**config.mk**
```make
export PLATFORM = sky130hd
export DESIGN_NAME = csp_lane
export DESIGN_NICKNAME = d
export VERILOG_FILES = /design/src/design/csp_pkg.sv /design/src/design/csp_lane.sv
export SDC_FILE = /design/constraint.sdc
export NUM_CORES = 2
export LEC_CHECK = 0
export ABC_AREA = 1
export BUFFER_PORTS_ARGS = -buffer_cell sky130_fd_sc_hd__buf_4
export CAP_MARGIN = 30
export CORE_MARGIN = 8
export CORE_UTILIZATION = 60
export CTS_CLUSTER_SIZE = 30
export DETAILED_ROUTE_END_ITERATION = 10
export PLACE_DENSITY = 0.82
export REMOVE_ABC_BUFFERS = 1
export SETUP_SLACK_MARGIN = 0.3
export SKIP_LAST_GASP = 1
export SYNTH_ARGS = -nofsm -noshare
export SYNTH_HDL_FRONTEND = slang
export SYNTH_SLANG_ARGS = --single-unit
export TNS_END_PERCENT = 1
```
**constraint.sdc**
```tcl
create_clock -name clk -period 6.6 [get_ports clk]
set_input_delay 0 -clock clk [delete_from_list [all_inputs] [get_ports clk]]
set_output_delay 0 -clock clk [all_outputs]
set_load 0.01 [all_outputs]
```
**src/design/csp_pkg.sv**
```systemverilog
`default_nettype none

package csp_pkg;

    localparam int CSP_PIXEL_BITS      = 8;
    localparam int CSP_MAX_LINE_HEIGHT = 8;

    localparam int ROW_W     = 12;
    localparam int COL_W     = 12;
    localparam int LH_W      = 4;
    localparam int FH_W      = 13;
    localparam int Q8_W      = 9;
    localparam int BRIGHT_W  = 10;
    localparam int CFG_IDX_W = 3;
    localparam int CFG_DAT_W = 13;

    localparam int SCAN_N    = 8;
    localparam int SCAN_W    = 17;
    localparam int LEVEL_W   = 25;
    localparam int ROWGAIN_W = 18;
    localparam int FLIP_W    = 14;
    localparam int WEIGHT_W  = 9;

    localparam int NUM_CHAN  = 4;
    localparam int CH_RED    = 0;
    localparam int CH_GREEN  = 1;
    localparam int CH_BLUE   = 2;
    localparam int CH_ALPHA  = 3;

    localparam logic [Q8_W-1:0]      UNIT_Q8    = Q8_W'(256);
    localparam logic [BRIGHT_W-1:0]  MAX_BRIGHT = BRIGHT_W'(512);
    localparam logic [SCAN_W-1:0]    SCAN_ONE   = SCAN_W'(65536);
    localparam logic [LEVEL_W-1:0]   LEVEL_ONE  = LEVEL_W'(1 << 24);
    localparam logic [ROWGAIN_W-1:0] MAX_GAIN   = ROWGAIN_W'(1 << 17);

    // multiple of lcm(1..8) = 840, large enough to keep the flipped row positive
    localparam int ROW_BIAS = 840 * 5;

    localparam logic [SCAN_W-1:0] SCAN_TABLE [SCAN_N][SCAN_N] = '{
        '{17'd65536, 17'd0,     17'd0,     17'd0,    17'd0,
          17'd0,     17'd0,     17'd0},
        '{17'd65536, 17'd0,     17'd0,     17'd0,    17'd0,
          17'd0,     17'd0,     17'd0},
        '{17'd65536, 17'd16384, 17'd16384, 17'd0,    17'd0,
          17'd0,     17'd0,     17'd0},
        '{17'd65536, 17'd32768, 17'd0,     17'd32768, 17'd0,
          17'd0,     17'd0,     17'd0},
        '{17'd65536, 17'd42894, 17'd6258,  17'd6258, 17'd42894,
          17'd0,     17'd0,     17'd0},
        '{17'd65536, 17'd49152, 17'd16384, 17'd0,    17'd16384,
          17'd49152, 17'd0,     17'd0},
        '{17'd65536, 17'd53199, 17'd25476, 17'd3245, 17'd3245,
          17'd25476, 17'd53199, 17'd0},
        '{17'd65536, 17'd55938, 17'd32768, 17'd9598, 17'd0,
          17'd9598,  17'd32768, 17'd55938}
    };

    typedef enum logic [CFG_IDX_W-1:0] {
        CFG_LINE_HEIGHT  = 3'd0,
        CFG_FRAME_HEIGHT = 3'd1,
        CFG_STRENGTH     = 3'd2,
        CFG_TRIAD        = 3'd3,
        CFG_BRIGHTNESS   = 3'd4,
        CFG_MIX_AMOUNT   = 3'd5
    } cfg_reg_t;

    typedef struct packed {
        logic                 valid;
        logic [1:0]           phase;
        logic [ROWGAIN_W-1:0] gain;
    } csp_front_t;

    function automatic logic [Q8_W-1:0] sat_q8(input logic [Q8_W-1:0] v);
        return (v > UNIT_Q8) ? UNIT_Q8 : v;
    endfunction

endpackage

`default_nettype wire

```
**src/design/csp_lane.sv**
```systemverilog
`default_nettype none

module csp_lane
    import csp_pkg::*;
#(
    parameter int PIXEL_BITS = CSP_PIXEL_BITS
) (
    input  wire logic                  clk,
    input  wire logic [PIXEL_BITS-1:0] c,
    input  wire logic [ROWGAIN_W-1:0]  gain,
    input  wire logic                  is_phase,
    input  wire logic [Q8_W-1:0]       triad,
    input  wire logic [Q8_W-1:0]       mix,
    output logic      [PIXEL_BITS-1:0] result
);

    localparam int CG_W = PIXEL_BITS + ROWGAIN_W;
    localparam int O_W  = CG_W + WEIGHT_W;
    localparam int BW   = PIXEL_BITS + 34;
    localparam int CI_W = PIXEL_BITS + Q8_W;
    localparam int R_W  = BW - 32;

    logic [CG_W-1:0]       cg_reg;
    logic [WEIGHT_W-1:0]   w_reg;
    logic [PIXEL_BITS-1:0] c1_reg, c2_reg;
    logic [O_W-1:0]        o_reg;
    logic [BW-1:0]         om_reg;
    logic [CI_W-1:0]       ci_reg;

    logic [O_W+Q8_W-1:0]   om_next;
    logic [BW-1:0]         blend;
    logic [R_W-1:0]        rnd;

    assign om_next = (O_W + Q8_W)'(o_reg) * (O_W + Q8_W)'(mix);

    always_ff @(posedge clk)
    begin
        cg_reg <= CG_W'(c) * CG_W'(gain);
        w_reg  <= is_phase ? UNIT_Q8 : UNIT_Q8 - triad;
        c1_reg <= c;
        o_reg  <= O_W'(cg_reg) * O_W'(w_reg);
        c2_reg <= c1_reg;
        om_reg <= om_next[BW-1:0];
        ci_reg <= CI_W'(c2_reg) * CI_W'(UNIT_Q8 - mix);
    end

    always_comb
    begin
        blend = (BW'(ci_reg) << 24) + om_reg + (BW'(1) << 31);
        rnd   = blend[BW-1:32];
        if (rnd > R_W'({PIXEL_BITS{1'b1}}))
            result = {PIXEL_BITS{1'b1}};
        else
            result = rnd[PIXEL_BITS-1:0];
    end

endmodule

`default_nettype wire

```
-- After elaboration in Yosys (flattened, before gate mapping)
Index checks and enable logic that the tools add are counted.
- bits in latches: 0
- memory bits (read-only): 0
- RAM bits: 0
- register bits: 145
- memories: 0
- bitwise gates (word level): 0
- div/mod/pow operators: 0
- multiplexer cells: 1
- shift operators: 0
- multipliers: 4
- $add $sub $neg: 4
- $lt $le $gt $ge: 1
- equal/unequal tests: 0
- reduce and logical (&&, ||, !) cells: 0
- operator list (operator ; number):
    $add 41x42->42 ; 1
    $add 42x32->42 const B ; 1
    $mul 35x9->42 ; 1
    $mul 26x9->35 ; 1
    $mul 8x18->26 ; 1
    $mul 9x10->17 ; 1
    $gt 10x8->1 const B ; 1
    $sub 9x9->10 const A ; 1
    $sub 9x9->9 const A ; 1
    $mux 8 ; 1

-- Logic depth before layout (Yosys ltp)
- depth in word-level cells: 4
- gate-level depth with buffers: 30
- mapped depth without buffers: 29

-- Least setup slack after synthesis
Ideal clock, no wire load.
- path type: input-to-reg
- from: in mix[1]
- to: reg ci_reg[14]
- data required time: 6.481 ns
- path buffers: 1
- stages: 27
- arrival time: 4.557 ns
- slack: 1.924 ns
- library setup time: 0.119 ns
- cells stage by stage: buf_2 > inv_1 > ha_1 > and2_1 > inv_1 > or2_4 > nor2_2 > nand2_1 > nor2_2 > or2_2 > nand2_2 > inv_2 > nand2_1 > fa_1 > inv_1 > fa_1 > fa_1 > inv_1 > fa_1 > inv_1 > ha_1 > nand2_1 > o21ai_0 > nor2_1 > o21ai_0 > a31oi_1 > xnor2_1
- word-level cells in the longest chain between the ends: 2
- ends and longest elaborated chain (element ; RTL line ; text):
    start: declaration ; csp_lane.sv:13 ; input wire logic [Q8_W-1:0] mix,
    $sub 9x9->10 ; csp_lane.sv:44 ; ci_reg <= CI_W'(c2_reg) * CI_W'(UNIT_Q8 - mix);
    $mul 9x10->17 ; csp_lane.sv:44 ;
    end signal: assignment ; csp_lane.sv:44 ;
    end: declaration ; csp_lane.sv:28 ; logic [CI_W-1:0] ci_reg;
Every way passes these cells.
A chain may end at the register's enable or synchronous reset.

-- Worst setup path after layout
- from: reg w_reg[2]
- to: reg o_reg[24]
- word-level cells in the longest chain between the ends: 1
- ends and longest elaborated chain (element ; RTL line ; text):
    start: declaration ; csp_lane.sv:24 ; logic [WEIGHT_W-1:0] w_reg;
    start signal: assignment ; csp_lane.sv:39 ; w_reg <= is_phase ? UNIT_Q8 : UNIT_Q8 - triad;
    $mul 26x9->35 ; csp_lane.sv:41 ; o_reg <= O_W'(cg_reg) * O_W'(w_reg);
    end signal: assignment ; csp_lane.sv:41 ;
    end: declaration ; csp_lane.sv:26 ; logic [O_W-1:0] o_reg;
Every way passes these cells.

==> flow_summary.toml <==
[final_layout]
nNetsFinal = 4781
stdcell_count = 4596
syn_to_final_growth_pct = 5.66
postLayoutCoreUtil_pct = 63.6
largest_reg_flops = 35
layout-drive-gt1-share_pct = 2.74
design_area_sq_um = 30800
n_fill_cell = 4186

[synthesis]
synth-edff-count = 0
synth_ff_type = "dfxtp_1"
syn-instance-count = 4014
synth_area_per_cell_sq_um = 7.27
yosys_warnings = 0
async_reset_ff_share_pct = 0
yosysSeqAreaShare_pct = 8.30
ys_seq_elements = 121
synth_cell_types = 40
syn_area_sq_um = 29200

[timing]
period_share_pct = 78.6
rsz0062_at_grt = "no"
slew_viol_final = 0
finalHoldViolCount = 0
min_period_ns = 5.19
tns_ns = 0
setup_violations = 0
slew_headroom_pct = 28.8
fmax_mhz = 193
worst_pin_slew_ns = 1.07
finClkSkew_ns = 0.0136

[global_routing]
grt_use_total_pct = 25.1
antenna_found_initial = 4
grt-ovfl-total = 0
grt_pass1_vias = 24800
grt_max_degree = 44
grt_pass1_wl_um = 116000

[worst_setup_path]
critPathTopFamily = "adder cells"
endpoint_kind = "flip-flop"
crit_path_start = "w_reg[2]"
worst_path_max_delay_cell = "dfxtp_1"
critical_path_buf_inv_count = 3
critical_path_class = "flip-flop to flip-flop"
cp_data_arrival_time_ns = 5.53
startpoint_type = "flip-flop"
cp_cell_sequence = "nand2_1 > fa_1 > inv_1 > fa_1 > inv_1 > fa_1 > fa_1 > inv_1 > ha_1 > a21oi_1 > nand2_1 > nand3_1 > nand2_1 > nand2_1 > nand2_1 > nand2_1 > nand2_1 > nand2_1 > nand2_1 > xor2_1"
timing.rr.start = "w_reg[2]"
cp_common_cell = "nand2_1"
crit_path_max_fanout = 26
cp_slowest_stage_delay_ns = 1.02
crit_required_ns = 6.94

[floorplanning]
dieWidth_um = 237
start_util_pct = 60.2
dieArea_sq_um = 55900
rows = 81
pin_count = 54
core_sq_um = 48400
die_h_um = 237

[clock_tree]
clock_sinks = 121
root_buffer = "clkbuf_16"
htree_num_levels = 4
insertion_delay_ns = 0.45
clkTransAtPathRegs_ns = 0.06
cts_tree = "yes"
cts_buffers = 17
clk_path_buf_depth = 2
post_cts_resize_count = 0

[drt]
remaining_drc_errors = 0
viasPerCell = 5.18
ant_nets = 0
drtIter0Drc = 1619
first_pass_iters = 5
vias = 23800
wire_per_inst_um = 15.0
totalWireLength_um = 68800

[hold_path]
hold_path_startpoint = "mix[0]"
worstHoldPathType = "primary input to flip-flop"

[place]
io_buffers = 53
routabilityCongestion = 0.953
place_area_sq_um = 29900
dp_cells = 4535
dp_hpwl_um = 56200

[job]
cap_violations = 0

[outcome]
status = "finished, final reports clean"
## cell usage after synthesis (2+ instances only)
cell type  number  area [sq um]
nand4_1        25           156
xnor2_1        26           228
nor2_1        175           657
buf_2           4          20.0
inv_1        1192          4470
xor2_1         50           438
clkbuf_1      133           499
buf_1          26          97.6
o211ai_1        4          30.0
nand3_1        81           405
o21ai_2         2          17.5
fa_1          556         11100
dfxtp_1       121          2420
nor4_1          5          31.3
a31o_2          2          17.5
o21a_1          8          60.1
or2_2           4          25.0
a21o_1         15           113
a21oi_1       115           576
o21bai_1       20           150
nand3b_1        5          37.5
nor2_2          2          12.5
o31ai_1         4          30.0
nor3_1         20           100
and2_1          2          12.5
nand2_1      1097          4120
a21boi_0        7          52.6
o21ai_1         5          25.0
a31oi_1        11          68.8
ha_1          220          2750
o21ai_0        66           330
o2111ai_1       3          26.3
## through the flow
| step | hold slack, ns | setup WS, ns |
|---|---|---|
| after floorplan | 0.0277 | 2.08 |
| after global placement | 0.191 | 1.60 |
| after detailed placement | 0.190 | 1.53 |
| after CTS | 0.185 | 1.49 |
| after global routing | 0.227 | 1.17 |
| final | 0.213 | 1.41 |
## kinds of logic (layout without fill, tap and decap cells)
logic type                 Yosys count  after routing  synth area share, %
AOI/OAI and AO/OA                  264            264                 5.18
adders and majority gates          776            776                 47.6
other                                0              2                    0
and+or+nand+nor                   1419           1419                 19.1
buffers and inverters             1358           1316                 17.5
xor gates and xnor gates            76             76                 2.28
DFF                                121            121                 8.30
## timing repair
item / 4_1_cts / 5_1_grt
endpoints found under the hold margin: 19 / 0
setup endpoints to repair: 0 / 0
setup buffers: 0 / 0
hold buffers: 26 / 0
## worst reg2reg max path: cells and delay by family, from the launching register on
| family | cells | cell delay (ns) |
|---|---|---|
| and+or+nand+nor | 10 | 1.08 |
| DFF | 1 | 1.02 |
| adders and majority gates | 5 | 2.46 |
| buffers and inverters | 3 | 0.16 |
| AOI/OAI and AO/OA | 1 | 0.18 |
| xor gates and xnor gates | 1 | 0.21 |
## path summary, 6_finish.rpt
| path | to | slack [ns] | cells after the start |
|---|---|---|---|
| worst max register to register | o_reg[24] | 1.41 | 20 |
| worst min-delay path | ci_reg[0] | 0.21 | 4 |
| worst min register to register | c2_reg[7] | 0.32 | 0 |
| worst max-delay path | o_reg[24] | 1.41 | 20 |
## layer usage
layer / wire, um / track usage [%] / vias up
li1: - / - / 11300
met1: 27000 / 30.1 / 11400
met2: 34100 / 44.3 / 882
met3: 5040 / 4.58 / 188
met4: 2650 / 10.2 / 6
met5: 35 / 0 / -
## placed cells by master (no fill, tap or decap), types with 58 or more instances in the layout
| cell type | synthesis | final |
|---|---|---|
| nand2_1 | 1097 | 1097 |
| ha_1 | 220 | 220 |
| inv_1 | 1192 | 1192 |
| dfxtp_1 | 121 | 121 |
| o21ai_0 | 66 | 66 |
| nor2_1 | 175 | 175 |
| a21oi_1 | 115 | 115 |
| fa_1 | 556 | 556 |
| buf_4 | 0 | 58 |
| nand3_1 | 81 | 81 |
## cell type report
cell class              count  area, sq um  area share [%]
clock inverters            13          193           0.625
repair buffers             90          861            2.79
inverters                1194         4480            14.5
diodes                      2         5.00          0.0162
clock buffers              19          443            1.44
multi-input cells        2535        21600            70.2
well taps                 622          778            2.52
flip-flops and latches    121         2420            7.86
Power is left out: the tool's default activity adds up to more than one toggle a clock period on the data nets, which glitch-free logic cannot reach.
