==> src/design/csp_pkg.sv <==
`default_nettype none

package csp_pkg;

    localparam int CSP_PIXEL_BITS      = 8;
    localparam int CSP_MAX_LINE_HEIGHT = 8;

    localparam int ROW_W     = 12;
    localparam int COL_W     = 12;
    localparam int LH_W      = 4;
    localparam int FH_W      = 13;
    localparam int Q8_W      = 9;
    localparam int BRIGHT_W  = 10;
    localparam int CFG_IDX_W = 3;
    localparam int CFG_DAT_W = 13;

    localparam int SCAN_N    = 8;
    localparam int SCAN_W    = 17;
    localparam int LEVEL_W   = 25;
    localparam int ROWGAIN_W = 18;
    localparam int FLIP_W    = 14;
    localparam int WEIGHT_W  = 9;

    localparam int NUM_CHAN  = 4;
    localparam int CH_RED    = 0;
    localparam int CH_GREEN  = 1;
    localparam int CH_BLUE   = 2;
    localparam int CH_ALPHA  = 3;

    localparam logic [Q8_W-1:0]      UNIT_Q8    = Q8_W'(256);
    localparam logic [BRIGHT_W-1:0]  MAX_BRIGHT = BRIGHT_W'(512);
    localparam logic [SCAN_W-1:0]    SCAN_ONE   = SCAN_W'(65536);
    localparam logic [LEVEL_W-1:0]   LEVEL_ONE  = LEVEL_W'(1 << 24);
    localparam logic [ROWGAIN_W-1:0] MAX_GAIN   = ROWGAIN_W'(1 << 17);

    // multiple of lcm(1..8) = 840, large enough to keep the flipped row positive
    localparam int ROW_BIAS = 840 * 5;

    localparam logic [SCAN_W-1:0] SCAN_TABLE [SCAN_N][SCAN_N] = '{
        '{17'd65536, 17'd0,     17'd0,     17'd0,    17'd0,
          17'd0,     17'd0,     17'd0},
        '{17'd65536, 17'd0,     17'd0,     17'd0,    17'd0,
          17'd0,     17'd0,     17'd0},
        '{17'd65536, 17'd16384, 17'd16384, 17'd0,    17'd0,
          17'd0,     17'd0,     17'd0},
        '{17'd65536, 17'd32768, 17'd0,     17'd32768, 17'd0,
          17'd0,     17'd0,     17'd0},
        '{17'd65536, 17'd42894, 17'd6258,  17'd6258, 17'd42894,
          17'd0,     17'd0,     17'd0},
        '{17'd65536, 17'd49152, 17'd16384, 17'd0,    17'd16384,
          17'd49152, 17'd0,     17'd0},
        '{17'd65536, 17'd53199, 17'd25476, 17'd3245, 17'd3245,
          17'd25476, 17'd53199, 17'd0},
        '{17'd65536, 17'd55938, 17'd32768, 17'd9598, 17'd0,
          17'd9598,  17'd32768, 17'd55938}
    };

    typedef enum logic [CFG_IDX_W-1:0] {
        CFG_LINE_HEIGHT  = 3'd0,
        CFG_FRAME_HEIGHT = 3'd1,
        CFG_STRENGTH     = 3'd2,
        CFG_TRIAD        = 3'd3,
        CFG_BRIGHTNESS   = 3'd4,
        CFG_MIX_AMOUNT   = 3'd5
    } cfg_reg_t;

    typedef struct packed {
        logic                 valid;
        logic [1:0]           phase;
        logic [ROWGAIN_W-1:0] gain;
    } csp_front_t;

    function automatic logic [Q8_W-1:0] sat_q8(input logic [Q8_W-1:0] v);
        return (v > UNIT_Q8) ? UNIT_Q8 : v;
    endfunction

endpackage

`default_nettype wire

==> src/design/csp_row_gain.sv <==
`default_nettype none

module csp_row_gain
    import csp_pkg::*;
#(
    parameter int PIXEL_BITS = CSP_PIXEL_BITS
) (
    input  wire logic                  clk,
    input  wire logic                  rst_n,
    input  wire logic                  accept,
    input  wire logic [ROW_W-1:0]      row,
    input  wire logic [COL_W-1:0]      column,
    input  wire logic [PIXEL_BITS-1:0] chan_in [NUM_CHAN],
    input  wire logic [LH_W-1:0]       line_height,
    input  wire logic [FH_W-1:0]       frame_height,
    input  wire logic [Q8_W-1:0]       strength,
    input  wire logic [BRIGHT_W-1:0]   brightness,
    output csp_front_t                 front,
    output logic [PIXEL_BITS-1:0]      chan_out [NUM_CHAN]
);

    // one remainder step per bit, bits taken msb first
    function automatic logic [2:0] mod_bits(input logic [2:0] r_in,
                                            input logic [6:0] bits,
                                            input logic [3:0] n);
        logic [3:0] r;
        r = {1'b0, r_in};
        for (int i = 6; i >= 0; i--) begin
            r = {r[2:0], bits[i]};
            if (r >= n)
                r = r - n;
        end
        return r[2:0];
    endfunction

    // 4 = 1 mod 3, so base-4 digits sum to the same residue
    function automatic logic [4:0] digit_sum(input logic [COL_W-1:0] c);
        logic [4:0] s;
        s = '0;
        for (int i = 0; i < COL_W / 2; i++)
            s = s + 5'(c[2*i +: 2]);
        return s;
    endfunction

    function automatic logic [1:0] mod3(input logic [4:0] s);
        logic [4:0] r;
        r = s;
        for (int i = 0; i < 6; i++) begin
            if (r >= 5'd3)
                r = r - 5'd3;
        end
        return r[1:0];
    endfunction

    logic [3:0]          n;
    logic [2:0]          n_idx;
    logic [Q8_W-1:0]     s_sat;
    logic [BRIGHT_W-1:0] b_sat;
    logic [FLIP_W-1:0]   flip;

    logic                 valid_s1_reg, valid_s2_reg, valid_s3_reg, valid_s4_reg;
    logic [2:0]           rmod_s1_reg;
    logic [6:0]           ulow_s1_reg;
    logic [4:0]           csum_s1_reg;
    logic [2:0]           k_s2_reg;
    logic [1:0]           phase_s2_reg, phase_s3_reg, phase_s4_reg;
    logic [LEVEL_W-1:0]   level_s3_reg;
    logic [ROWGAIN_W-1:0] gain_s4_reg;
    logic [PIXEL_BITS-1:0] chan_s1_reg [NUM_CHAN];
    logic [PIXEL_BITS-1:0] chan_s2_reg [NUM_CHAN];
    logic [PIXEL_BITS-1:0] chan_s3_reg [NUM_CHAN];
    logic [PIXEL_BITS-1:0] chan_s4_reg [NUM_CHAN];

    logic [SCAN_W-1:0]         scan;
    logic [SCAN_W-1:0]         depth;
    logic [LEVEL_W+1:0]        dark;
    logic [LEVEL_W-1:0]        level_next;
    logic [LEVEL_W+BRIGHT_W-1:0] scaled;
    logic [ROWGAIN_W-1:0]      gain_next;

    always_comb
    begin
        if (line_height == '0)
            n = 4'd1;
        else if (line_height > 4'(CSP_MAX_LINE_HEIGHT))
            n = 4'(CSP_MAX_LINE_HEIGHT);
        else
            n = line_height;
        if (n > 4'(SCAN_N))
            n = 4'(SCAN_N);
        n_idx = 3'(n - 4'd1);
        s_sat = sat_q8(strength);
        b_sat = (brightness > MAX_BRIGHT) ? MAX_BRIGHT : brightness;
        flip  = FLIP_W'(frame_height) + FLIP_W'(ROW_BIAS - 1) - FLIP_W'(row);
    end

    always_comb
    begin
        scan       = SCAN_TABLE[n_idx][k_s2_reg];
        depth      = SCAN_ONE - scan;
        dark       = (LEVEL_W + 2)'(s_sat) * (LEVEL_W + 2)'(depth);
        level_next = LEVEL_W'(LEVEL_ONE - dark[LEVEL_W-1:0]);
        scaled     = (LEVEL_W + BRIGHT_W)'(level_s3_reg) * (LEVEL_W + BRIGHT_W)'(b_sat)
                     + (LEVEL_W + BRIGHT_W)'(1 << 15);
        gain_next  = scaled[16 +: ROWGAIN_W];
    end

    always_ff @(posedge clk or negedge rst_n)
    begin
        if (!rst_n)
        begin
            valid_s1_reg <= 1'b0;
            valid_s2_reg <= 1'b0;
            valid_s3_reg <= 1'b0;
            valid_s4_reg <= 1'b0;
        end
        else
        begin
            valid_s1_reg <= accept;
            valid_s2_reg <= valid_s1_reg;
            valid_s3_reg <= valid_s2_reg;
            valid_s4_reg <= valid_s3_reg;
        end
    end

    always_ff @(posedge clk)
    begin
        rmod_s1_reg  <= mod_bits(3'd0, flip[13:7], n);
        ulow_s1_reg  <= flip[6:0];
        csum_s1_reg  <= digit_sum(column);
        k_s2_reg     <= mod_bits(rmod_s1_reg, ulow_s1_reg, n);
        phase_s2_reg <= mod3(csum_s1_reg);
        level_s3_reg <= level_next;
        phase_s3_reg <= phase_s2_reg;
        gain_s4_reg  <= gain_next;
        phase_s4_reg <= phase_s3_reg;
        chan_s1_reg  <= chan_in;
        chan_s2_reg  <= chan_s1_reg;
        chan_s3_reg  <= chan_s2_reg;
        chan_s4_reg  <= chan_s3_reg;
    end

    assign front.valid = valid_s4_reg;
    assign front.phase = phase_s4_reg;
    assign front.gain  = gain_s4_reg;
    assign chan_out    = chan_s4_reg;

endmodule

`default_nettype wire

==> config.mk <==
export PLATFORM = sky130hd
export DESIGN_NAME = csp_row_gain
export DESIGN_NICKNAME = d
export VERILOG_FILES = /design/src/design/csp_pkg.sv /design/src/design/csp_row_gain.sv
export SDC_FILE = /design/constraint.sdc
export NUM_CORES = 1
export LEC_CHECK = 0
export BUFFER_PORTS_ARGS = -buffer_cell sky130_fd_sc_hd__buf_4
export CAP_MARGIN = 5
export CELL_PAD_IN_SITES_DETAIL_PLACEMENT = 0
export CELL_PAD_IN_SITES_GLOBAL_PLACEMENT = 1
export CORE_MARGIN = 4
export CORE_UTILIZATION = 53
export CTS_CLUSTER_DIAMETER = 150
export DETAILED_ROUTE_END_ITERATION = 7
export GPL_TIMING_DRIVEN = 0
export PLACE_DENSITY = 0.95
export SLEW_MARGIN = 20
export SYNTH_ARGS = -nofsm -noshare
export SYNTH_HDL_FRONTEND = slang
export SYNTH_SLANG_ARGS = --single-unit
==> constraint.sdc <==
create_clock -name clk -period 30.2 [get_ports clk]
set_clock_uncertainty 0.2 [all_clocks]
set_input_delay 9.06 -clock clk [delete_from_list [all_inputs] [get_ports clk]]
set_output_delay 9.06 -clock clk [all_outputs]
set_load 0.02 [all_outputs]
Word level (Yosys, flattened, before mapping)
Memory sizes are Yosys's and may differ from the RTL's.
Cells that the tools add are included.
{"block": "totals", "reg_bits": 199, "wordCells": 122, "out_inout_bits": 53, "n_memories": 1, "romBits": 1088, "in_bits": 95}
{"block": "classes", "add_sub_neg": 31, "n_reduce_logical": 1, "magnitude_cmp": 26, "bitwise": 2, "multipliers": 2, "mux": 30}
{"memory": "(no name shown)", "words": 8, "word_bits": 136, "rd": 1, "rd_ports_with_merged_regs": 0, "wr": 0, "line_no": "csp_row_gain.sv:99", "source": "scan = SCAN_TABLE[n_idx][k_s2_reg];"}
{"operator": "136-bit 2-to-1 mux", "count": 2}
{"operator": "4-bit greater-or-equal comparator", "count": 13}
{"operator": "17-bit binary-select mux with 3-bit select", "count": 1}
{"operator": "3-bit 2-to-1 mux", "count": 14}
{"operator": "3-bit subtractor", "count": 13}
{"operator": "34-bit by 16-bit adder with 34-bit output, second input constant", "count": 1}
{"operator": "25-bit by 10-bit multiplier with 34-bit output", "count": 1}
{"operator": "17-bit 2-to-1 mux", "count": 2}
{"operator": "5-bit by 2-bit greater-or-equal comparator with 1-bit output, second input constant", "count": 6}
{"operator": "9-bit by 17-bit multiplier with 25-bit output", "count": 1}
{"operator": "5-bit 2-to-1 mux", "count": 5}
{"operator": "25-bit subtractor, first input constant", "count": 1}
{"operator": "5-bit by 2-bit subtractor with 5-bit output, second input constant", "count": 5}
{"operator": "17-bit subtractor, first input constant", "count": 1}
{"operator": "13-bit by 13-bit adder with 14-bit output, second input constant", "count": 1}
{"operator": "14-bit by 12-bit subtractor with 14-bit output", "count": 1}
{"operator": "4-bit 2-to-1 mux", "count": 3}
{"operator": "5-bit by 2-bit adder with 5-bit output", "count": 2}
{"operator": "10-bit > comparator, second input constant", "count": 1}
{"operator": "10-bit 2-to-1 mux", "count": 1}
{"operator": "9-bit > comparator, second input constant", "count": 1}
{"operator": "9-bit 2-to-1 mux", "count": 1}
{"operator": "4-bit greater-or-equal comparator, second input constant", "count": 2}
{"operator": "4-bit > comparator, second input constant", "count": 2}
{"operator": "other kinds (10)", "count": 11}

Logic depth before layout (Yosys ltp)
Gate-level depths: netlist of the first run.
{"block": "depth", "word_depth": 19, "mapped_depth": 68, "mapped_depth_nobuf": 68}

Worst setup path before layout of the first run
OpenSTA, ideal clock, no wires.
{"block": "synth_timing", "path_type": "in2reg", "from": "in row[1]", "to": "reg rmod_s1_reg[1]", "cell_stages": 62, "t_required_ps": 29879, "setup_ps": 121, "n_path_buf": 0, "path_slack_ps": 9357, "t_arrival_ps": 20522, "path_cell_list": "inv_1 > ha_1 > ha_1 > fa_1 > a21o_1 > a21oi_1 > o21bai_1 > a21oi_1 > o21bai_1 > a21oi_1 > o21bai_1 > a21oi_1 > nor2b_1 > o21a_1 > nor2_1 > ha_1 > inv_1 > ha_1 > [... 26 more ...] > ha_1 > nand2_1 > nand2_1 > a21o_1 > a21oi_1 > mux2_2 > inv_1 > ha_1 > nand2_1 > nand2_1 > a21o_1 > a21oi_1 > mux2i_1 > fa_1 > a21o_1 > a21o_1 > a21oi_1 > mux2_2"}
{"block": "synth_via", "elab_chain_cells": 15, "word_cells_on_any_way": 22, "classes_between": "8 x add/sub; 7 x order compare; 7 x mux"}
{"element": "from (decl)", "line_no": "csp_row_gain.sv:11", "source": "input wire logic [ROW_W-1:0] row,"}
{"element": "14-bit by 12-bit subtractor with 14-bit output *", "line_no": "csp_row_gain.sv:94", "source": "flip = FLIP_W'(frame_height) + FLIP_W'(ROW_BIAS - 1) - FLIP_W'(row);"}
{"element": "1-bit by 4-bit greater-or-equal comparator with 1-bit output / 1-bit by 3-bit subtractor with 3-bit output (equally long branches)", "line_no": "csp_row_gain.sv:30, csp_row_gain.sv:31"}
{"element": "3-bit 2-to-1 mux", "line_no": "csp_row_gain.sv:30", "source": "if (r >= n)"}
{"element": "4-bit greater-or-equal comparator / 3-bit subtractor (equally long branches)", "line_no": "csp_row_gain.sv:30, csp_row_gain.sv:31"}
{"element": "3-bit 2-to-1 mux", "line_no": "csp_row_gain.sv:30"}
{"element": "4-bit greater-or-equal comparator / 3-bit subtractor (equally long branches)", "line_no": "csp_row_gain.sv:30, csp_row_gain.sv:31"}
{"element": "3-bit 2-to-1 mux", "line_no": "csp_row_gain.sv:30"}
{"element": "4-bit greater-or-equal comparator / 3-bit subtractor (equally long branches)", "line_no": "csp_row_gain.sv:30, csp_row_gain.sv:31"}
{"element": "3-bit 2-to-1 mux", "line_no": "csp_row_gain.sv:30"}
{"element": "4-bit greater-or-equal comparator / 3-bit subtractor (equally long branches)", "line_no": "csp_row_gain.sv:30, csp_row_gain.sv:31"}
{"element": "3-bit 2-to-1 mux", "line_no": "csp_row_gain.sv:30"}
{"element": "4-bit greater-or-equal comparator / 3-bit subtractor (equally long branches)", "line_no": "csp_row_gain.sv:30, csp_row_gain.sv:31"}
{"element": "3-bit 2-to-1 mux", "line_no": "csp_row_gain.sv:30"}
{"element": "4-bit greater-or-equal comparator / 3-bit subtractor (equally long branches)", "line_no": "csp_row_gain.sv:30, csp_row_gain.sv:31"}
{"element": "3-bit 2-to-1 mux *", "line_no": "csp_row_gain.sv:30"}
{"element": "to (signal assigned)", "line_no": "csp_row_gain.sv:128", "source": "rmod_s1_reg <= mod_bits(3'd0, flip[13:7], n);"}
{"element": "to (decl)", "line_no": "csp_row_gain.sv:62", "source": "logic [2:0] rmod_s1_reg;"}
Every way passes the cells marked *; elsewhere a longest branch is shown, timed or not.

Final worst setup path of the first run
Ends and elaborated chain as after synthesis.

==> reports/metrics.csv, run 1 <==
stage,metric,value,unit
timing,slew_viol_final,0,
setup_path,cpMaxStageDelayCell,sky130_fd_sc_hd__o41ai_1,
placed_design,numPortBuffers,146,
synth,postSynthNetCount,2869,
setup_path,timing.reg2reg.worst_path_depth,49,
timing,final.setup.worst_slack,8.516,ns
timing,max_clock_freq,0.04612,GHz
synth,syn-mean-instance-area,9.328,µm²
cts,clk_latency,0.45,ns
synth,synth-adder-area-share,44.21,%
global_route,grt-ovfl-total,0,
synth,synth_edf_count,0,
synth,synth.mux.area_fraction,1.948,%
timing,timing.setup.tns,0,ns
route,ant_nets,0,
setup_path,criticalPathCategory,primary input to register,
placed_design,routabilityCongestion,0.8815,
synth,yosys_warnings,0,
floorplan,die_w,205.8,µm
cts,postCtsSetupBuffers,0,
route,detail_route.drc_violations,0,
finish,diodes,0,
synth,synth-simple-area-share,14.80,%
setup_path,critical_path.n_buffers_inverters,6,
finish,nets_final,3035,
floorplan,core,38650,µm²
synth,synth_xor_area_share,3.504,%
worst_hold_path,hp-start,chan_s2_reg[9],
cts,cts.clk_slew.worst_paths,0.08,ns
synth,post_synth_inst_count,2224,
floorplan,total_i_o_pin_count,148,
route,drt_first_iter_violations,793,
route,via_per_inst,5.307,
cts,clock_tree_from_tritoncts,done,
synth,synthesis.area,20740,µm²
placed_design,place_worst_setup_slack,7.811,ns
finish,flow.area_growth_from_synthesis,11.53,%
timing,worst_slew_margin_rel,28.02,%
setup_path,crit-reg2reg-capture,k_s2_reg[1],
cts,clock_tree.htree_level_count,4,
timing,report.final.setup_viol,0,
synth,synthesized_area_fraction_occupied_by_ao_oa_aoi_and_oai_cells,8.516,%
worst_hold_path,hold_path_class,register to register,
floorplan,num_rows,72,
timing,tightest_slew,1.066,ns
synth,yosysSeqAreaShare,19.30,%
setup_path,cp_slowest_stage_delay,0.79,ns
setup_path,critical-path-top-delay-family,compound AO/OA/AOI/OAI gates,
floorplan,initial_core_util,53.68,%
global_route,antenna_found_initial,0,
finish,post_route_cells_drive_above_1_share,9.696,%
route,drt-wirelength-per-cell,15.45,µm
worst_hold_path,hold_end,chan_s3_reg[9],
placed_design,dp.final_hpwl,36690,µm
synth,number_of_flip_flops_and_latches_in_the_synthesized_netlist,199,
timing,grt_setup_unrepaired,no,
cts,clk_path_buf_depth,2,
cts,postCtsHoldBufs,0,
cts,cts_resized,0,
global_route,grt_start_max_net_pins,22,
timing,post-route-min-period,21.68,ns
setup_path,rr_startpoint,ulow_s1_reg[6],
route,wl,45140,µm
cts,clk_root_buffer_cell,sky130_fd_sc_hd__clkbuf_16,
setup_path,critical_path.startpoint_type,primary input,
finish,layout_commonest_cell,sky130_fd_sc_hd__nand2_1,
route,detail_route.first_pass.iterations,5,
cts,tritoncts.num_buffers,17,
synth,synth_cell_types,87,
floorplan,overall_die_area,42370,µm²
timing,post-route-period-util,71.80,%
synth,async_reset_ff_share,2.010,%
worst_hold_path,hold_path_depth,0,
setup_path,worstPathArrival,21.83,ns
setup_path,critPathMaxFanout,9,
cts,clock_sinks,199,
synth,synth_top_family_by_area,adder cells,
global_route,gr-usage-all-layers,22.31,%
setup_path,setup_slack_reg_to_reg,19.75,ns
status,status,"finished, final reports clean",
setup_path,end_kind,register,
setup_path,cp_data_required_time,30.35,ns
global_route,wire_length_of_the_first_global_routing_pass,77460,µm
job,cap_violations,0,
timing,hold_viol,0,
finish,most-common-layout-cells,"sky130_fd_sc_hd__nand2_1, sky130_fd_sc_hd__inv_1, sky130_fd_sc_hd__fa_1",
global_route,vias_in_the_first_global_route,16220,
floorplan,die_height,205.8,µm
setup_path,cpMostUsedCell,sky130_fd_sc_hd__ha_1,
route,dr_total_vias,15500,
synth,ys.flop_type,sky130_fd_sc_hd__dfxtp_1,
-- worst register-to-register path, delay by kind of cell, from the launching register on --
| family | cells | cell delay (ns) |
|---|---|---|
| multiplexers | 6 | 2.26 |
| buffers and inverters | 7 | 0.56 |
| adder cells (fa/ha/maj) | 8 | 2.26 |
| AND/OR/NAND/NOR | 11 | 0.69 |
| flip-flops | 1 | 0.30 |
| AO/OA/AOI/OAI | 17 | 4.08 |
-- final cells by class --
cell class,instances,area (µm²)
clock buffers,18,429.2
multi-input cells,1609,15150
flip-flops and latches,199,4004
inverters,337,1265
clock inverters,14,197.7
repair buffers,147,1107
fillers,3264,15510
plain buffers,79,336.6
well taps,518,648.1
-- stage by stage --
step,instances,hold slack [ns],instance area [µm²],utilization (%)
after floorplan,2224,0.1096,20740,-
after global placement,2888,0.1097,22490,58.19
after detailed placement,2889,0.1121,22500,58.23
after CTS,2921,0.1218,23130,59.85
after global routing,2921,0.1259,23140,59.86
final,2921,0.1211,23140,59.86
-- cells in the mapped netlist, drive strengths merged (5+ instances only) --
| library cell | number | share of area (%) |
|---|---|---|
| nand2 | 364 | 6.6 |
| inv | 335 | 6.1 |
| fa | 305 | 29 |
| ha | 245 | 15 |
| dfxtp | 195 | 19 |
| nor2 | 125 | 2.3 |
| and2 | 75 | 2.3 |
| a21oi | 65 | 1.6 |
| xnor2 | 63 | 2.7 |
| o21ai | 54 | 1.4 |
| clkbuf | 46 | 0.83 |
| a21o | 34 | 1.2 |
| nor2b | 34 | 1.0 |
| buf | 33 | 0.79 |
| mux2i | 20 | 1.0 |
| xor2 | 20 | 0.84 |
| mux2 | 17 | 0.92 |
| nand3 | 15 | 0.36 |
| nor3 | 15 | 0.36 |
| o21a | 14 | 0.51 |
| a31oi | 13 | 0.46 |
| o21bai | 13 | 0.47 |
| and3 | 11 | 0.34 |
| nand2b | 9 | 0.27 |
| a211oi | 8 | 0.29 |
| a21boi | 6 | 0.22 |
| o41ai | 6 | 0.25 |
| o31ai | 5 | 0.18 |
| or2 | 5 | 0.15 |
| or3 | 5 | 0.20 |
-- per-layer routing --
layer | track usage, % | up-vias | part of all wire, %
li1 | - | 7354 | -
met1 | 29.40 | 7620 | 43
met2 | 38.98 | 471 | 50
met3 | 2.774 | 57 | 5.6
met4 | 6.107 | 0 | 1.7
met5 | 0 | - | 0
-- kinds of logic (layout without fill, tap and decap cells) --
kind of cell    Yosys count  after routing
fa+ha+maj               550            550
flops                   199            199
simple gates            681            681
mux                      37             37
buf+inv                 416            595
compound gates          258            258
xor+xnor                 83             83
-- worst max-delay path by stage --
| stage | startpoint | to | slack (ns) | cells past startpoint |
|---|---|---|---|---|
| after floorplan | row[1] | rmod_s1_reg[1] | 9.36 | 62 |
| after global placement | row[1] | rmod_s1_reg[1] | 8.22 | 61 |
| after detailed placement | row[1] | rmod_s1_reg[1] | 7.81 | 61 |
| after CTS | row[1] | rmod_s1_reg[1] | 8.24 | 61 |
| after global routing | row[1] | rmod_s1_reg[1] | 7.49 | 63 |
| final | row[1] | rmod_s1_reg[1] | 8.52 | 61 |
Power of run 1 is not shown: default switching activity piles up to over one toggle a cycle in this logic, so the estimate is an artifact.
==> run 2: changes to the inputs <==
CORE_UTILIZATION = 44   (was 53)
PLACE_DENSITY = 0.86   (was 0.95)
clock period = 19.75 ns   (was 30.2 ns; I/O delays follow)
==> run 2 against run 1 <==
Effect of this change:
- via count shrank 1.7%
- sequential cell count is the same
- count of clock-buffer cells in the layout shrank 1
- register-to-register slack lost 10 ns
- die area grew 20%
==> reports/metrics.csv, run 2 (synthesis gave the netlist of run 1 again) <==
stage,metric,value,unit,change
setup_path,cpMaxStageDelayCell,sky130_fd_sc_hd__o41ai_1,,
finish,layout_commonest_cell,sky130_fd_sc_hd__nand2_1,,
timing,grt_setup_unrepaired,no,,
placed_design,dp.final_hpwl,37790,µm,+3.0%
floorplan,overall_die_area,50690,µm²,+20%
timing,max_clock_freq,0.05411,GHz,
global_route,global_route.usage.met2,33.05,%,-5.9 points
route,drt-wirelength-per-cell,15.52,µm,+0.45%
cts,clock_tree.htree_level_count,4,,unchanged
setup_path,setup_slack_reg_to_reg,9.30,ns,-10.45 ns
cts,postCtsHoldBufs,0,,unchanged
floorplan,initial_core_util,44.56,%,-9.1 points
setup_path,cp_data_required_time,19.91,ns,-10.44 ns
global_route,grtUsageMet1,26.06,%,-3.3 points
timing,hold_viol,0,,unchanged
global_route,globalRoute.busiestLayer,met2,,
cts,postCtsSetupBuffers,0,,unchanged
finish,final-instance-count-excl-fill,3010,,+3.0%
finish,post_route_cells_drive_above_1_share,9.779,%,+0.083 points
timing,worst_slew_margin_rel,37.43,%,+9.4 points
global_route,wire_length_of_the_first_global_routing_pass,80410,µm,+3.8%
placed_design,numPortBuffers,146,,unchanged
timing,post-route-period-util,93.58,%,
placed_design,placedCellCount,2978,,+3.1%
timing,timing.setup.tns,0,ns,unchanged
cts,clk_latency,0.46,ns,about the same
global_route,met3_routing_resource_usage_after_global_routing,2.931,%,+0.16 points
cts,clock_tree_from_tritoncts,done,,
route,detail_route.first_pass.iterations,5,,unchanged
timing,post-route-min-period,18.48,ns,
timing,timing.hold.ws,0.1234,ns,+0.002254 ns
worst_hold_path,hp-start,chan_s2_reg[12],,
finish,nets_final,3035,,unchanged
timing,tightest_slew,0.9375,ns,-0.1283 ns
finish,diodes,0,,unchanged
setup_path,criticalPathCategory,primary input to register,,
cts,cts_resized,0,,unchanged
cts,clk_root_buffer_cell,sky130_fd_sc_hd__clkbuf_16,,
setup_path,timing.reg2reg.worst_path_depth,49,,unchanged
floorplan,core,46560,µm²,+20%
cts,tritoncts.num_buffers,17,,unchanged
route,via_per_inst,5.065,,-4.6%
global_route,gr-usage-all-layers,19.33,%,-3.0 points
setup_path,cp_slowest_stage_delay,0.71,ns,-0.08 ns
placed_design,routabilityCongestion,0.8474,,-3.9%
worst_hold_path,hold_end,chan_s3_reg[12],,
global_route,grt-ovfl-total,0,,unchanged
floorplan,num_rows,79,,+9.7%
finish,most-common-layout-cells,"sky130_fd_sc_hd__nand2_1, sky130_fd_sc_hd__inv_1, sky130_fd_sc_hd__fa_1",,
global_route,antenna_found_initial,0,,unchanged
setup_path,crit-reg2reg-capture,k_s2_reg[1],,
setup_path,worstPathArrival,18.64,ns,-3.19 ns
global_route,vias_in_the_first_global_route,16540,,+2.0%
worst_hold_path,hold_path_depth,0,,unchanged
finish,flow.area_growth_from_synthesis,12.18,%,
floorplan,die_height,225.1,µm,+9.4%
setup_path,critical_path.startpoint_type,primary input,,
setup_path,cpMostUsedCell,sky130_fd_sc_hd__a21oi_1,,
timing,slew_viol_final,0,,unchanged
cts,clk_path_buf_depth,2,,unchanged
route,dr_total_vias,15250,,-1.7%
finish,num-fill-cells,4324,,+32%
cts,cts.clk_slew.worst_paths,0.08,ns,about the same
worst_hold_path,hold_path_class,register to register,,
route,detail_route.drc_violations,0,,unchanged
route,wl,46730,µm,+3.5%
status,status,"finished, final reports clean",,
route,ant_nets,0,,unchanged
cts,clock_sinks,199,,unchanged
setup_path,rr_startpoint,ulow_s1_reg[6],,
global_route,grt_start_max_net_pins,23,,+4.5%
job,cap_violations,0,,unchanged
setup_path,critPathMaxFanout,9,,unchanged
floorplan,total_i_o_pin_count,148,,unchanged
route,drt_first_iter_violations,711,,-10%
timing,report.final.setup_viol,0,,unchanged
setup_path,end_kind,register,,
floorplan,die_w,225.1,µm,+9.4%
==> run 2: cell count changes in the layout (fill, tap and decap cells not counted), sizes merged <==
cell and delta:
clkinv +5, inv -3, clkbuf -1, clkinvlp -1
==> run 2: cell type report <==
class | count | area, µm² | area share, %
Clock buffer | 17 | 425.4 | 1.828
Inverter | 337 | 1265 | 5.436
Sequential cell | 199 | 4004 | 17.21
Buffer | 79 | 336.6 | 1.446
Tap cell | 607 | 759.5 | 3.264
Timing Repair Buffer | 147 | 1107 | 4.758
Multi-Input combinational cell | 1609 | 15160 | 65.13
Clock inverter | 15 | 217.7 | 0.9355
==> run 2: per-stage QoR <==
| step | area (µm²) | utilization [%] | setup slack, ns |
|---|---|---|---|
| floorplan | 20740 | - | 2.042 |
| global placement | 22600 | 48.54 | 0.7971 |
| CTS | 23260 | 49.97 | 1.012 |
| finish | 23270 | 49.99 | 1.269 |
| global route | 23270 | 49.99 | 0.06705 |
| detailed placement | 22620 | 48.59 | 0.6174 |
==> run 2: worst max path at each step <==
stage / startpoint / endpoint / slack [ns] / depth (start not counted)
2_1_floorplan: row[1] / rmod_s1_reg[1] / 2.04 / 62
3_3_place_gp: row[1] / rmod_s1_reg[1] / 0.80 / 63
3_5_place_dp: row[1] / rmod_s1_reg[1] / 0.62 / 64
4_1_cts: row[1] / rmod_s1_reg[1] / 1.01 / 64
5_1_grt: row[1] / rmod_s1_reg[1] / 0.07 / 65
6_report: row[1] / rmod_s1_reg[1] / 1.27 / 64
==> run 2: critical path: cells and delay by family <==
kind                     cells  cell delay, ns
AO/OA/AOI/OAI               26            5.58
buffers and inverters        7            0.52
AND/OR/NAND/NOR             16            1.94
multiplexers                 4            1.38
adder cells (fa/ha/maj)     11            3.29
==> run 2: routing by layer <==
metal	vias to the layer above	part of all wire, %
li1	7340	-
met1	7530	46
met2	321	49
met3	55	3.9
met4	0	1.7
met5	-	0
Power of run 2 is left out for the same reason.
==> run 3: changes to the inputs <==
BUFFER_PORTS_ARGS = -buffer_cell sky130_fd_sc_hd__buf_2   (was -buffer_cell sky130_fd_sc_hd__buf_4)
SLEW_MARGIN = default   (was 20)
==> run 3 against run 2 <==
Effect of this change:
- sequential share of layout area grew 0.26 points
- core utilization shrank 0.76 points
- first-iteration DRC count grew 4.1%
- critical path depth is the same
- worst hold slack lost 0.0024 ns
- wire length grew 0.31%
- via count grew 0.56%
- global-route usage grew 0.052 points
- final area shrank 1.5%
==> reports/metrics.csv, run 3 (synthesis gave the netlist of run 1 again) <==
stage,metric,value,unit,change
status,status,"finished, final reports clean",,
setup_path,criticalPathCategory,primary input to register,,
finish,diodes,0,,unchanged
floorplan,initial_core_util,44.56,%,unchanged
setup_path,timing.reg2reg.worst_path_depth,49,,unchanged
placed_design,dp.final_hpwl,37920,µm,+0.32%
finish,layout_commonest_cell,sky130_fd_sc_hd__nand2_1,,
finish,post_route_cells_drive_above_1_share,9.738,%,-0.042 points
timing,tightest_slew,1.383,ns,+0.4459 ns
finish,nets_final,3035,,unchanged
timing,max_clock_freq,0.05365,GHz,-0.85%
setup_path,cp_data_required_time,19.91,ns,about the same
cts,clock_tree_from_tritoncts,done,,
timing,grt_setup_unrepaired,no,,
floorplan,core,46560,µm²,unchanged
timing,report.final.setup_viol,0,,unchanged
finish,most-common-layout-cells,"sky130_fd_sc_hd__nand2_1, sky130_fd_sc_hd__inv_1, sky130_fd_sc_hd__fa_1",,
setup_path,critical_path.startpoint_type,primary input,,
placed_design,numPortBuffers,146,,unchanged
cts,clk_root_buffer_cell,sky130_fd_sc_hd__clkbuf_16,,
route,drt-wirelength-per-cell,15.57,µm,+0.31%
floorplan,die_w,225.1,µm,unchanged
floorplan,total_i_o_pin_count,148,,unchanged
route,wl,46870,µm,+0.31%
setup_path,critPathMaxFanout,9,,unchanged
worst_hold_path,hp-start,chan_s3_reg[18],,
timing,timing.hold.ws,0.1210,ns,-0.002425 ns
floorplan,overall_die_area,50690,µm²,unchanged
cts,postCtsSetupBuffers,0,,unchanged
timing,timing.setup.tns,0,ns,unchanged
global_route,grt-ovfl-total,0,,unchanged
timing,slew_viol_final,0,,unchanged
worst_hold_path,hold_path_class,register to register,,
global_route,antenna_found_initial,0,,unchanged
setup_path,worstPathArrival,18.80,ns,+0.16 ns
placed_design,routabilityCongestion,0.8563,,+1.1%
timing,post-route-min-period,18.64,ns,+0.1587 ns
cts,clk_latency,0.45,ns,about the same
placed_design,placedCellCount,2978,,unchanged
job,cap_violations,0,,unchanged
route,detail_route.first_pass.iterations,5,,unchanged
global_route,vias_in_the_first_global_route,16460,,-0.49%
timing,post-route-period-util,94.38,%,+0.80 points
floorplan,die_height,225.1,µm,unchanged
global_route,gr-usage-all-layers,19.38,%,+0.052 points
cts,clk_path_buf_depth,2,,unchanged
setup_path,cpMaxStageDelayCell,sky130_fd_sc_hd__o41ai_1,,
worst_hold_path,hold_end,chan_out[18],,
timing,hold_viol,0,,unchanged
route,dr_total_vias,15330,,+0.56%
route,detail_route.drc_violations,0,,unchanged
setup_path,setup_slack_reg_to_reg,9.29,ns,about the same
route,ant_nets,0,,unchanged
cts,clock_sinks,199,,unchanged
cts,clock_tree.htree_level_count,4,,unchanged
setup_path,cp_slowest_stage_delay,0.79,ns,+0.08 ns
global_route,grt_start_max_net_pins,26,,+13%
worst_hold_path,hold_path_depth,0,,unchanged
finish,final-instance-count-excl-fill,3010,,unchanged
finish,flow.area_growth_from_synthesis,10.48,%,
cts,cts.clk_slew.worst_paths,0.09,ns,about the same
global_route,wire_length_of_the_first_global_routing_pass,80740,µm,+0.41%
setup_path,crit-reg2reg-capture,k_s2_reg[1],,
route,drt_first_iter_violations,740,,+4.1%
timing,worst_slew_margin_rel,6.563,%,-31 points
setup_path,cpMostUsedCell,sky130_fd_sc_hd__a21o_1,,
route,via_per_inst,5.094,,+0.56%
cts,tritoncts.num_buffers,17,,unchanged
floorplan,num_rows,79,,unchanged
setup_path,rr_startpoint,ulow_s1_reg[6],,
cts,postCtsHoldBufs,0,,unchanged
setup_path,end_kind,register,,
[run 3: through the flow]
step / util (%) / area, µm² / worst slack [ns]
6_report: 49.23 / 22920 / 1.110
3_5_place_dp: 47.80 / 22250 / 0.4879
2_1_floorplan: - / 20740 / 2.042
5_1_grt: 49.23 / 22920 / 0.1029
3_3_place_gp: 47.76 / 22240 / 0.7486
4_1_cts: 49.21 / 22910 / 0.9286
[run 3: how the worst max path moves through the flow]
stage	from	to	slack [ns]	depth (start not counted)
global route	row[1]	rmod_s1_reg[1]	0.10	61
detailed placement	row[1]	rmod_s1_reg[1]	0.49	64
CTS	row[1]	rmod_s1_reg[1]	0.93	64
floorplan	row[1]	rmod_s1_reg[1]	2.04	62
finish	row[1]	rmod_s1_reg[1]	1.11	64
global placement	row[1]	rmod_s1_reg[1]	0.75	63
[run 3: layout make-up]
| cell class | instances | area, µm² |
|---|---|---|
| Tap cell | 607 | 759.5 |
| Inverter | 337 | 1265 |
| Clock buffer | 17 | 425.4 |
| Clock inverter | 15 | 234.0 |
| Buffer | 79 | 336.6 |
| Timing Repair Buffer | 147 | 745.7 |
| Fill cell | 4341 | 23640 |
| Multi-Input combinational cell | 1609 | 15150 |
| Sequential cell | 199 | 4004 |
[run 3: metal layers]
layer / track usage [%] / wire [µm] / vias up
met1: 25.92 / 20640 / 7481
met5: 0 / 0 / -
li1: - / - / 7370
met2: 33.37 / 22780 / 419
met4: 5.245 / 939 / 0
met3: 2.540 / 2502 / 62
[run 3: critical path, delay by kind of cell]
family / cells / cell delay [ns]
compound gates: 28 / 6.03
fa+ha+maj: 11 / 3.36
buf+inv: 7 / 0.47
simple gates: 15 / 1.74
mux: 3 / 1.24
[run 3: what timing repair did]
action	CTS	global route
setup endpoints to repair	0	3
hold endpoints to repair	0	0
resized for setup	0	1
Power of run 3 is left out for the same reason.
